--- src/rtl/core/ccfr_pkg.sv ---
// Package for the COBS frame receiver core: sizes, limits, result codes.
// No dependencies; imported by ccfr_crc16 and cobs_crc_frame_receiver_core.
package ccfr_pkg;

  localparam int MAX_PACKET  = 256;
  localparam int CODED_LIMIT = 300;

  localparam logic [8:0]  CODED_LAST    = 9'(CODED_LIMIT - 1);
  localparam logic [15:0] LEN_MIN       = 16'd6;
  localparam logic [15:0] LEN_MAX       = 16'(MAX_PACKET);
  localparam logic [15:0] LEN_OVERHEAD  = 16'd5;
  localparam logic [8:0]  DEC_SAT       = 9'd511;
  localparam logic [8:0]  DEC_MIN       = 9'd4;
  localparam logic [15:0] CRC_INIT      = 16'hFFFF;
  localparam logic [15:0] CRC_POLY      = 16'h1021;
  localparam logic [7:0]  CODE_FULL     = 8'hFF;

  typedef enum logic [2:0] {
    ST_OK        = 3'd0,
    ST_SHORT     = 3'd1,
    ST_LEN_RANGE = 3'd2,
    ST_LEN_MISM  = 3'd3,
    ST_CRC_BAD   = 3'd4,
    ST_OVERFLOW  = 3'd5,
    ST_MALFORMED = 3'd6
  } status_t;

  typedef enum logic {
    KIND_DATA    = 1'b0,
    KIND_VERDICT = 1'b1
  } kind_t;

endpackage

--- src/rtl/core/ccfr_crc16.sv ---
// One-word update of a CRC-16/CCITT (MSB first), bitwise parallel.
// Depends on ccfr_pkg for the polynomial.
module ccfr_crc16 import ccfr_pkg::*; (
  input  logic [15:0] crc_in,
  input  logic [7:0]  data,
  output logic [15:0] crc_out
);

  always_comb begin
    logic [15:0] c;
    c = crc_in ^ {data, 8'h00};
    for (int i = 0; i < 8; i++) begin
      if (c[15]) begin
        c = {c[14:0], 1'b0} ^ CRC_POLY;
      end else begin
        c = {c[14:0], 1'b0};
      end
    end
    crc_out = c;
  end

endmodule

--- src/rtl/core/cobs_crc_frame_receiver_core.sv ---
// COBS deframer with CRC-16/CCITT frame check: decodes words and reports a frame verdict.
// Depends on ccfr_pkg and ccfr_crc16.
//
//   channel | handshake            | payload
//   in      | in_valid / in_ready  | in_byte
//   out     | out_valid / out_ready| kind, data_byte, byte_index, status, command, payload_len
//
// Each accepted word is decoded in the cycle it is taken and its result, if any,
// appears in the output register on the next cycle; one word per cycle sustained while out_ready is high.
// A result waiting in the output register blocks input only while out_ready is low.
// Synchronous reset clears the frame state and the output valid flag.
module cobs_crc_frame_receiver_core import ccfr_pkg::*; (
  input  logic       clk,
  input  logic       rst,
  input  logic       in_valid,
  output logic       in_ready,
  input  logic [7:0] in_byte,
  output logic       out_valid,
  input  logic       out_ready,
  output logic       kind,
  output logic [7:0] data_byte,
  output logic [8:0] byte_index,
  output logic [2:0] status,
  output logic [7:0] command,
  output logic [7:0] payload_len
);

  logic [8:0]  coded_count,    coded_count_next;
  logic [7:0]  group_left,     group_left_next;
  logic        group_was_full, group_was_full_next;
  logic [8:0]  decoded_count,  decoded_count_next;
  logic [15:0] length_field,   length_field_next;
  logic [7:0]  command_byte,   command_byte_next;
  logic [15:0] running_crc,    running_crc_next;
  logic [7:0]  tail0,          tail0_next;
  logic [7:0]  tail1,          tail1_next;

  logic        res_valid;
  kind_t       res_kind;
  logic [7:0]  res_data;
  logic [8:0]  res_index;
  status_t     res_status;
  logic [7:0]  res_command;
  logic [7:0]  res_plen;

  logic [15:0] crc_stepped;
  logic        accept;
  logic        do_push;
  logic [7:0]  push_val;
  logic        do_clear;
  logic [15:0] len_minus;

  ccfr_crc16 u_crc (
    .crc_in  (running_crc),
    .data    (tail0),
    .crc_out (crc_stepped)
  );

  assign in_ready  = !out_valid || out_ready;
  assign accept    = in_valid && in_ready;
  assign len_minus = length_field - LEN_OVERHEAD;

  always_comb begin
    coded_count_next    = coded_count;
    group_left_next     = group_left;
    group_was_full_next = group_was_full;
    decoded_count_next  = decoded_count;
    length_field_next   = length_field;
    command_byte_next   = command_byte;
    running_crc_next    = running_crc;
    tail0_next          = tail0;
    tail1_next          = tail1;
    res_valid   = 1'b0;
    res_kind    = KIND_DATA;
    res_data    = 8'd0;
    res_index   = 9'd0;
    res_status  = ST_OK;
    res_command = 8'd0;
    res_plen    = 8'd0;
    do_push     = 1'b0;
    push_val    = 8'd0;
    do_clear    = 1'b0;

    if (in_byte == 8'd0) begin
      if (coded_count != 9'd0) begin
        res_valid = 1'b1;
        res_kind  = KIND_VERDICT;
        do_clear  = 1'b1;
        if (group_left != 8'd0) begin
          res_status = ST_MALFORMED;
        end else if (decoded_count < DEC_MIN) begin
          res_status = ST_SHORT;
        end else if (length_field < LEN_MIN || length_field > LEN_MAX) begin
          res_status = ST_LEN_RANGE;
        end else if ({7'd0, decoded_count} != length_field) begin
          res_status = ST_LEN_MISM;
        end else if (running_crc != {tail1, tail0}) begin
          res_status = ST_CRC_BAD;
        end else begin
          res_status  = ST_OK;
          res_command = command_byte;
          res_plen    = len_minus[7:0];
        end
      end
    end else if (coded_count >= CODED_LAST) begin
      res_valid  = 1'b1;
      res_kind   = KIND_VERDICT;
      res_status = ST_OVERFLOW;
      do_clear   = 1'b1;
    end else begin
      coded_count_next = coded_count + 9'd1;
      if (group_left == 8'd0) begin
        group_left_next     = in_byte - 8'd1;
        group_was_full_next = (in_byte == CODE_FULL);
        do_push             = !group_was_full;
        push_val            = 8'd0;
      end else begin
        group_left_next = group_left - 8'd1;
        do_push         = 1'b1;
        push_val        = in_byte;
      end
    end

    if (do_push) begin
      if (decoded_count == 9'd0) begin
        length_field_next = {length_field[15:8], push_val};
      end else if (decoded_count == 9'd1) begin
        length_field_next = {push_val, length_field[7:0]};
      end else if (decoded_count == 9'd2) begin
        command_byte_next = push_val;
      end
      if (decoded_count >= 9'd2) begin
        running_crc_next = crc_stepped;
      end
      tail0_next = tail1;
      tail1_next = push_val;
      if (decoded_count < DEC_SAT) begin
        decoded_count_next = decoded_count + 9'd1;
      end
      res_valid = 1'b1;
      res_kind  = KIND_DATA;
      res_data  = push_val;
      res_index = decoded_count;
    end

    if (do_clear) begin
      coded_count_next    = 9'd0;
      group_left_next     = 8'd0;
      group_was_full_next = 1'b1;
      decoded_count_next  = 9'd0;
      length_field_next   = 16'd0;
      command_byte_next   = 8'd0;
      running_crc_next    = CRC_INIT;
      tail0_next          = 8'd0;
      tail1_next          = 8'd0;
    end
  end

  always_ff @(posedge clk) begin
    if (rst) begin
      coded_count    <= 9'd0;
      group_left     <= 8'd0;
      group_was_full <= 1'b1;
      decoded_count  <= 9'd0;
      length_field   <= 16'd0;
      command_byte   <= 8'd0;
      running_crc    <= CRC_INIT;
      tail0          <= 8'd0;
      tail1          <= 8'd0;
      out_valid      <= 1'b0;
    end else begin
      if (accept) begin
        coded_count    <= coded_count_next;
        group_left     <= group_left_next;
        group_was_full <= group_was_full_next;
        decoded_count  <= decoded_count_next;
        length_field   <= length_field_next;
        command_byte   <= command_byte_next;
        running_crc    <= running_crc_next;
        tail0          <= tail0_next;
        tail1          <= tail1_next;
        out_valid      <= res_valid;
      end else if (out_ready) begin
        out_valid <= 1'b0;
      end
    end
  end

  always_ff @(posedge clk) begin
    if (accept && res_valid) begin
      kind        <= res_kind;
      data_byte   <= res_data;
      byte_index  <= res_index;
      status      <= res_status;
      command     <= res_command;
      payload_len <= res_plen;
    end
  end

endmodule
--- config.mk ---
export PLATFORM = sky130hd
export DESIGN_NAME = cobs_crc_frame_receiver_core
export DESIGN_NICKNAME = d
export VERILOG_FILES = /design/src/rtl/core/ccfr_pkg.sv /design/src/rtl/core/ccfr_crc16.sv /design/src/rtl/core/cobs_crc_frame_receiver_core.sv
export SDC_FILE = /design/constraint.sdc
export NUM_CORES = 1
export LEC_CHECK = 0
export BUFFER_PORTS_ARGS = -buffer_cell sky130_fd_sc_hd__buf_4
export CAP_MARGIN = 20
export CORE_MARGIN = 4
export CORE_UTILIZATION = 45
export CTS_CLUSTER_SIZE = 12
export DETAILED_ROUTE_END_ITERATION = 10
export GPL_ROUTABILITY_DRIVEN = 0
export PLACE_DENSITY = 0.67
export SYNTH_ARGS = -nofsm -noshare
export SYNTH_HDL_FRONTEND = slang
export SYNTH_SLANG_ARGS = --single-unit
--- constraint.sdc ---
create_clock -name clk -period 7.8 [get_ports clk]
set_input_delay 1.56 -clock clk [delete_from_list [all_inputs] [get_ports clk]]
set_output_delay 1.56 -clock clk [all_outputs]
set_load 0.005 [all_outputs]
==> results of run 1 <==
final cells by class:
type	count	area [um2]	share of cell area
clock inverter	15	175	0.0255
antenna	1	2.50	0.000364
inverter	10	37.5	0.00546
tap	172	215	0.0313
sequential	121	2790	0.406
multi-input combinational	439	2850	0.414
clock buffer	17	425	0.0619
timing repair buffer	50	375	0.0546
stage by stage:
step	util	total power, uW	std cells
after global routing	0.544	2790	824
after CTS	0.544	2650	824
after detailed placement	0.497	1840	792
final	0.545	2630	825
after global placement	0.497	1820	792
after floorplan	-	1540	598
final timing paths:
check | start | end | slack [ps] | cells after the start
worst min register to register | group_left[7] | group_left[7] | 460 | 1
worst max-delay path | in_byte[0] | length_field[3] | 3700 | 8
worst max register to register | coded_count[0] | length_field[3] | 4230 | 9
worst min-delay path | group_left[7] | group_left[7] | 460 | 1
metal layers:
| metal | vias up | part of all wire | global-route usage |
|---|---|---|---|
| met1 | 2209 | 0.44 | 0.255 |
| met3 | 37 | 0.064 | 0.0627 |
| met5 | - | 0 | 0 |
| met4 | 0 | 0.033 | 0.0980 |
| li1 | 2258 | - | - |
| met2 | 156 | 0.47 | 0.314 |
sequential cells by signal, indices dropped and copies added, names as in the netlist, 9 cells and up:
signal         count
length_field      16
running_crc       16
decoded_count      9
coded_count        9
byte_index         9
cells in the mapped netlist, types with 10 or more instances:
cell type and number:
xor2_1 38, nor4_1 15, nand2_1 53, a21oi_1 38, clkbuf_1 21, or4_1 10, nor2_1 50, and2_1 29
nand3_1 20, o21ai_0 18, edfxtp_1 37, nand4_1 10, dfxtp_1 84, o2bb2ai_1 17, xnor2_1 23, mux2i_1 13
or3_1 10, nor3_1 14
worst register-to-register path, delay by kind of cell (launching register included):
| kind | cells | cell delay (ps) |
|---|---|---|
| compound gates | 3 | 1010 |
| fa+ha+maj | 1 | 130 |
| buf+inv | 2 | 660 |
| flops | 1 | 370 |
| simple gates | 3 | 1340 |
kinds of logic (layout without fill, tap and decap cells):
kind of cell	Yosys count	after routing	share of synthesized area
simple gates	241	241	0.223
fa+ha+maj	7	7	0.0151
buf+inv	38	92	0.0276
xor+xnor	61	61	0.0921
compound gates	117	117	0.139
mux	13	13	0.0224
other cells	0	1	0
flops	121	121	0.481
power by group through the flow:
stage	clock network, uW	registers (uW)	logic (uW)
2_1_floorplan	0	931	610
3_3_place_gp	0	953	869
3_5_place_dp	0	956	887
4_1_cts	807	946	895
5_1_grt	835	967	991
6_report	793	947	888
==> flow_summary.ini, run 1 <==
[floorplan]
ios = 51
die-area_mm2 = 0.0148
core_mm2 = 0.0126
die_h_um = 122
die_x_um = 122
start_util = 0.460
rows = 41

[setup_path]
crit_chain = buf_4 > nor4_1 > nand4_1 > and3_1 > o21ai_2 > inv_2 > a21oi_4 > o2bb2ai_1
arrival_ps = 4450
end_kind = register
worstPathBufferInverterCount = 2
cp_slowest_cell = inv_2
crit_fanout = 46
max_stage_delay_ps = 570
critPathKind = in2reg
cp.required_ps = 8140
cp_top_family = simple AND/OR/NAND/NOR gates
start_kind = primary input

[logic_synthesis]
avgSynthCellArea_um2 = 9.70
syn_area_mm2 = 0.00580
synth_cell_type_count = 55
ys_seq_area_frac = 0.481
ys.flop_type = dfxtp_1
ys_top_cells_by_area = dfxtp_1 (29%), edfxtp_1 (19%), xor2_1 (5.7%)
synth.net_count = 617
ys_ff_latch = 121
postSynth.asyncResetShare = 0
syn_inst = 598
synth_top_area_frac = 0.290
yosysWarnings = 0
synth_edf_count = 37
yosysTopAreaCell = dfxtp_1

[layout]
area_growth_pct = 18.5
drive_gt1_frac = 0.152
layout_commonest_cell = dfxtp_1
stdcell_area_mm2 = 0.00687
fill_cells = 1130
layout_common_cells = dfxtp_1 (84), nand2_1 (53), nor2_1 (50), buf_4 (50)
final_nets = 658

[power]
vdd_drop_max_uv = 166
p_comb_frac = 0.338
p_leak_uw = 0.00254
p_clk_frac = 0.302
seq_power_share = 0.360
p_int_uw = 1700
p_sw_uw = 929
swShare = 0.354
powerDensity_mw_per_mm2 = 382

[clocking]
cts_tree = built
insertion_delay_ps = 420
cts_made_buffers = 17
cts_resized = 0
clk_pin_slew_ps = 60
cts_post_setup_buffers_inserted = 0
h-tree-depth = 4
cts-root-buf = clkbuf_16
cts_buffer_depth = 2
holdBufCountCts = 0
cts.sinks = 121

[job]
drv_cap = 0

[timing]
finalSetupViolations = 0
slew_viol_final = 0
setup_slack_ps = 3700
holdWs_ps = 456
period_minus_slack_ps = 4100
fin_skew_ps = 6.37
worst_slew_margin_rel = 0.357
grt_setup_unrepaired = no
tightestPinTransition_ps = 965
period_share = 0.526
max_freq_mhz = 244
hold_viol_final = 0
setup_tns_ps = 0

[global_route]
grt_max_degree = 65
gr-total-overflow = 0
grt_pass1_vias = 4478
track_usage = 0.202
grt_antenna_before_repair = 1
grt_pass1_wl_um = 23200

[routing]
initialDrtViolationCount = 375
vias = 4660
wirelength_um = 14100
wl_per_cell_um = 17.1
drtAntennaViolNets = 0
drc_errors = 0
firstDrtPassIters = 5
avgViaCountPerCell = 5.65

[min_path]
min_path_type = reg2reg

[run_status]
status = finished clean

[placed_design]
port_buffers = 50
place_area_mm2 = 0.00627
hpwlAfterDp_um = 9800
place_ws_ps = 3260
Power figures use the tool's default switching activity.
==> run 2, diff against run 1 <==
- ABC_AREA: not set -> 1
- clock period: 7.8 -> 3.8 ns (I/O delays scaled with it)
==> run 2 against run 1 <==
Synthesized cell count up 39%. Die area up 7.6%. Total power up 140%. Core utilization down 0.15 points. Clock skew about the same. Non-clock buffer count up 7. Synthesized area up 8.2%. Clock power up 83%. Global-route usage down 0.96 points. Hold slack better by 5.8 ps. Critical path type is now reg2reg. Critical endpoint is now command[2].
==> flow_summary.ini, run 2 <==
[run_status]
status = finished clean

[timing]
period_share = 0.744
setup_tns_ps = 0
grt_setup_unrepaired = no
tightestPinTransition_ps = 830
hold_viol_final = 0
max_freq_mhz = 354
fin_skew_ps = 6.35
setup_slack_ps = 971
worst_slew_margin_rel = 0.446
holdWs_ps = 462
slew_viol_final = 0
finalSetupViolations = 0
period_minus_slack_ps = 2830

[clocking]
insertion_delay_ps = 420
h-tree-depth = 4
cts.sinks = 121
holdBufCountCts = 0
cts_made_buffers = 17
cts-root-buf = clkbuf_16
cts_buffer_depth = 2
cts_post_setup_buffers_inserted = 0
clk_pin_slew_ps = 60
cts_tree = built
cts_resized = 0

[power]
p_sw_uw = 2620
vdd_drop_max_uv = 525
p_int_uw = 3660
swShare = 0.418
powerDensity_mw_per_mm2 = 860
seq_power_share = 0.321
p_leak_uw = 0.00309
p_clk_frac = 0.230
p_comb_frac = 0.449

[logic_synthesis]
synth_edf_count = 37
yosysWarnings = 0
synth_common_cells = nand2_1 (180), nor2_1 (129), dfxtp_1 (84), nand3_1 (84), inv_1 (71)
ys.flop_type = dfxtp_1
ys_top_cells_by_area = dfxtp_1 (27%), edfxtp_1 (18%), nand2_1 (11%)
syn_inst = 829
syn_area_mm2 = 0.00627
avgSynthCellArea_um2 = 7.57
synth_top_area_frac = 0.268
ys_seq_area_frac = 0.445
ys_ff_latch = 121
synth.net_count = 848
yosys.cell_count.top_type = nand2_1
postSynth.asyncResetShare = 0
synth_cell_type_count = 37
yosysTopAreaCell = dfxtp_1

[global_route]
grt_pass1_vias = 5153
grt_pass1_wl_um = 25000
grt_max_degree = 53
gr-total-overflow = 0
grt_antenna_before_repair = 0
track_usage = 0.192

[layout]
layout_commonest_cell = nand2_1
drive_gt1_frac = 0.141
area_growth_pct = 16.4
antenna_cells = 0
layout_common_cells = nand2_1 (180), nor2_1 (129), nand3_1 (84), dfxtp_1 (84), inv_1 (71)
stdcell_area_mm2 = 0.00731
final_util = 0.543
top_regs = length_field: 16 flops, running_crc: 16 flops
final_nets = 895
fill_cells = 1322

[setup_path]
worstPathBufferInverterCount = 4
arrival_ps = 2950
cp_top_family = simple AND/OR/NAND/NOR gates
start_kind = register
critPathMostFrequentCell = nand2_2
cp_slowest_cell = dfxtp_1
end_kind = register
max_stage_delay_ps = 420
crit_chain = ha_1 > inv_1 > nand2_1 > nand3_1 > nand2_2 > nand3_4 > nand2_4 > inv_4 > nand2_2 > nand2_2 > inv_2 > buf_4
crit_fanout = 23
critPathKind = reg2reg
cp.required_ps = 3920

[floorplan]
rows = 42
ios = 51
die_h_um = 126
die-area_mm2 = 0.0159
start_util = 0.466
core_mm2 = 0.0135
die_x_um = 126

[routing]
vias = 5551
firstDrtPassIters = 5
avgViaCountPerCell = 5.21
drc_errors = 0
initialDrtViolationCount = 416
drtAntennaViolNets = 0
wirelength_um = 15000
wl_per_cell_um = 14.1

[job]
drv_cap = 0

[placed_design]
place_ws_ps = 591
hpwlAfterDp_um = 10400
place_area_mm2 = 0.00677
port_buffers = 50

[min_path]
min_path_type = reg2reg
## run 2: cell count changes in the layout (fill, tap and decap cells not counted), sizes merged, moves of 29 or more
| cell | before | now |
|---|---|---|
| nand4 | 10 | 39 |
| inv | 13 | 78 |
| nand3 | 20 | 90 |
| nand2 | 53 | 186 |
| nor2 | 52 | 130 |
| and2 | 29 | 0 |
## run 2: metal layers
metal / part of all wire / vias to the layer above / global-route usage
met5: 0 / - / 0
met4: 0.012 / 0 / 0.0574
met3: 0.047 / 19 / 0.0478
met2: 0.47 / 121 / 0.308
met1: 0.47 / 2595 / 0.257
li1: - / 2816 / -
## run 2: area by class of cell
cell class | count | area, um2 | share of cell area
clock buffer | 17 | 425 | 0.0582
clock inverter | 15 | 111 | 0.0152
inverter | 79 | 299 | 0.0409
multi-input combinational | 600 | 3020 | 0.413
sequential | 121 | 2790 | 0.382
tap | 176 | 220 | 0.0301
timing repair buffer | 57 | 440 | 0.0603
## run 2: logic make-up (layout without fill, tap and decap cells)
logic type                 count (synthesis)  count (layout)  share of synthesized area
AOI/OAI and AO/OA                         85              85                     0.0730
xor gates and xnor gates                  39              39                     0.0544
adders and majority gates                  7               7                     0.0140
buffers and inverters                    108             168                     0.0742
DFF                                      121             121                      0.445
and+or+nand+nor                          469             469                      0.339
## run 2: worst min-delay path, cell delays in order (launching register included)
cell and delay, ps:
dfxtp_1 310, nand2_1 60, a21oi_1 50
## run 2: metrics by stage
| stage | cells | total power [uW] |
|---|---|---|
| detailed placement | 1033 | 4840 |
| CTS | 1065 | 6310 |
| global placement | 1033 | 4840 |
| finish | 1065 | 6280 |
| floorplan | 829 | 4050 |
| global route | 1065 | 6760 |
## run 2: path summary, 6_finish.rpt
check | startpoint | end | slack [ps] | cells after the start
max | coded_count[1] | command[2] | 970 | 12
min | command_byte[4] | command_byte[4] | 460 | 2
max reg2reg | coded_count[1] | command[2] | 970 | 12
min reg2reg | command_byte[4] | command_byte[4] | 460 | 2
## run 2: power by group through the flow
stage               Combinational, uW  Sequential (uW)  Clock (uW)
global placement                 2800             2040           0
finish                           2820             2010        1450
detailed placement               2810             2040           0
floorplan                        2050             1990           0
CTS                              2820             2020        1470
global route                     3170             2060        1530
==> run 3, diff against run 2 <==
- ABC_AREA: 1 -> 0
- PLACE_DENSITY: 0.67 -> 0.69
- clock period: 3.8 -> 2.55 ns (I/O delays scaled with it)
==> run 3 against run 2 <==
Sequential share of layout area increased by 0.97 points. Global-route usage increased by 0.48 points. Critical endpoint is now payload_len[2]. Design area decreased by 2.5%. Clock power increased by 54%. Fmax increased by 20%. Total power increased by 28%. Sequential cell count unchanged. Via count decreased by 16%. Non-clock buffer count increased by 22. Count of clock-buffer cells in the layout increased by 4.
==> flow_summary.ini, run 3 (synthesized netlist as in run 1, its figures left out) <==
[run_status]
status = finished clean

[layout]
layoutNonFillerInstCount = 853
area_growth_pct = 22.8
top_regs = length_field: 16 flops, running_crc: 16 flops
final_nets = 687
drive_gt1_frac = 0.185
antenna_cells = 0
layout_commonest_cell = dfxtp_1
layout_common_cells = dfxtp_1 (84), buf_4 (74), nand2_1 (53), nor2_1 (50)

[timing]
worst_slew_margin_rel = 0.569
slew_viol_final = 0
finalSetupViolations = 0
hold_viol_final = 0
period_minus_slack_ps = 2360
max_freq_mhz = 423
tightestPinTransition_ps = 644
setup_tns_ps = 0
period_share = 0.927
grt_setup_unrepaired = no
fin_skew_ps = 8.27
holdWs_ps = 377

[power]
vdd_drop_max_uv = 585
p_leak_uw = 0.00270
powerDensity_mw_per_mm2 = 1130
power_uw = 8040

[global_route]
gr-total-overflow = 0
grt_max_degree = 43
grt_pass1_vias = 4505
grt_pass1_wl_um = 23000
track_usage = 0.197
grt_antenna_before_repair = 0

[clocking]
h-tree-depth = 4
cts_tree = built
cts_post_setup_buffers_inserted = 0
cts_buffer_depth = 2
cts_made_buffers = 17
cts.sinks = 121
insertion_delay_ps = 410
clk_pin_slew_ps = 50
cts-root-buf = clkbuf_16

[routing]
route.met3.wl_um = 706
drc_errors = 0
wirelength_um = 13900
wl_met1_um = 6300
met2_length_um = 6410
initialDrtViolationCount = 299
vias = 4681
wl_per_cell_um = 16.3
drtAntennaViolNets = 0
firstDrtPassIters = 5
top_layer_used = met4
avgViaCountPerCell = 5.49

[min_path]
min_delay_path_depth = 2
min_to = command_byte[0]
holdCritStartpoint = in_byte[0]
min_path_type = in2reg

[placed_design]
port_buffers = 50
dp.cells = 821
hpwlAfterDp_um = 10000

[setup_path]
arrival_ps = 2630
end_kind = register
reg2reg_from = length_field[12]
rr_worst_depth = 6
crit_fanout = 8
critPathKind = reg2reg
worstPathBufferInverterCount = 0
cp_slowest_cell = or4_4
start_kind = register
reg2reg_setup_slack_ps = 190
max_stage_delay_ps = 560
crit_chain = or4_4 > nor4_4 > nand4_1 > or2_4 > or4_4 > nor3_4
critPathMostFrequentCell = or4_4
reg2reg_to = payload_len[2]
cp.required_ps = 2810
cp_top_family = simple AND/OR/NAND/NOR gates
timing.critical_path.depth = 6

[floorplan]
die_h_um = 122
rows = 41
die-area_mm2 = 0.0148
start_util = 0.460
die_x_um = 122
ios = 51
core_mm2 = 0.0126

[job]
drv_cap = 0
run 3: cell count changes in the layout (fill, tap and decap cells not counted), moves of 13 or more:
cell and change:
nand2_1 -127, nor2_1 -79, nand3_1 -64, inv_1 -63, and2_1 +29, nand4_1 -27, a21oi_1 -24, xor2_1 +19
buf_4 +18, o2bb2ai_1 +17, mux2i_1 +13, nor4_1 +13
run 3: how the worst max path moves through the flow:
stage / from / end
floorplan: in_byte[3] / length_field[7]
global placement: in_byte[0] / payload_len[2]
detailed placement: in_byte[0] / payload_len[2]
CTS: group_left[5] / group_left[6]
global route: group_left[3] / group_left[6]
finish: length_field[12] / payload_len[2]
run 3: stage by stage:
step / area [um2] / utilization / setup slack, ps
after global routing: 7130 / 0.565 / 0.736
after global placement: 6550 / 0.519 / -12.3
after floorplan: 5800 / - / 13.2
after detailed placement: 6550 / 0.519 / -11.6
final: 7130 / 0.565 / 186
after CTS: 7100 / 0.562 / 60.0
run 3: layer usage:
layer,GRT usage,up-vias
li1,-,2305
met1,0.255,2200
met2,0.315,144
met3,0.0446,32
met4,0.0896,0
met5,0,-
run 3: area by class of cell:
cell class / count / area [um2]
fill: 1073 / 5490
sequential: 121 / 2790
inverter: 10 / 37.5
clock inverter: 11 / 106
multi-input combinational: 439 / 2880
tap: 172 / 215
clock buffer: 21 / 440
timing repair buffer: 79 / 656
run 3: power breakdown:
part | switching [uW] | internal, uW | leakage (uW)
combinational | 1630 | 1300 | 0.00138
sequential | 338 | 2540 | 0.00105
clock | 811 | 1420 | 0.000273
run 3: worst reg2reg max path, stage by stage (launching register included):
cell and delay (ps):
dfxtp_1 310, or4_4 540, nor4_4 180, nand4_1 150, or2_4 280, or4_4 560
nor3_4 190
run 3: repair_timing:
item | CTS | global route
hold endpoints to repair | 0 | 0
resized for setup | 0 | 5
hold buffers | 0 | 0
endpoints found under the setup margin | 0 | 32
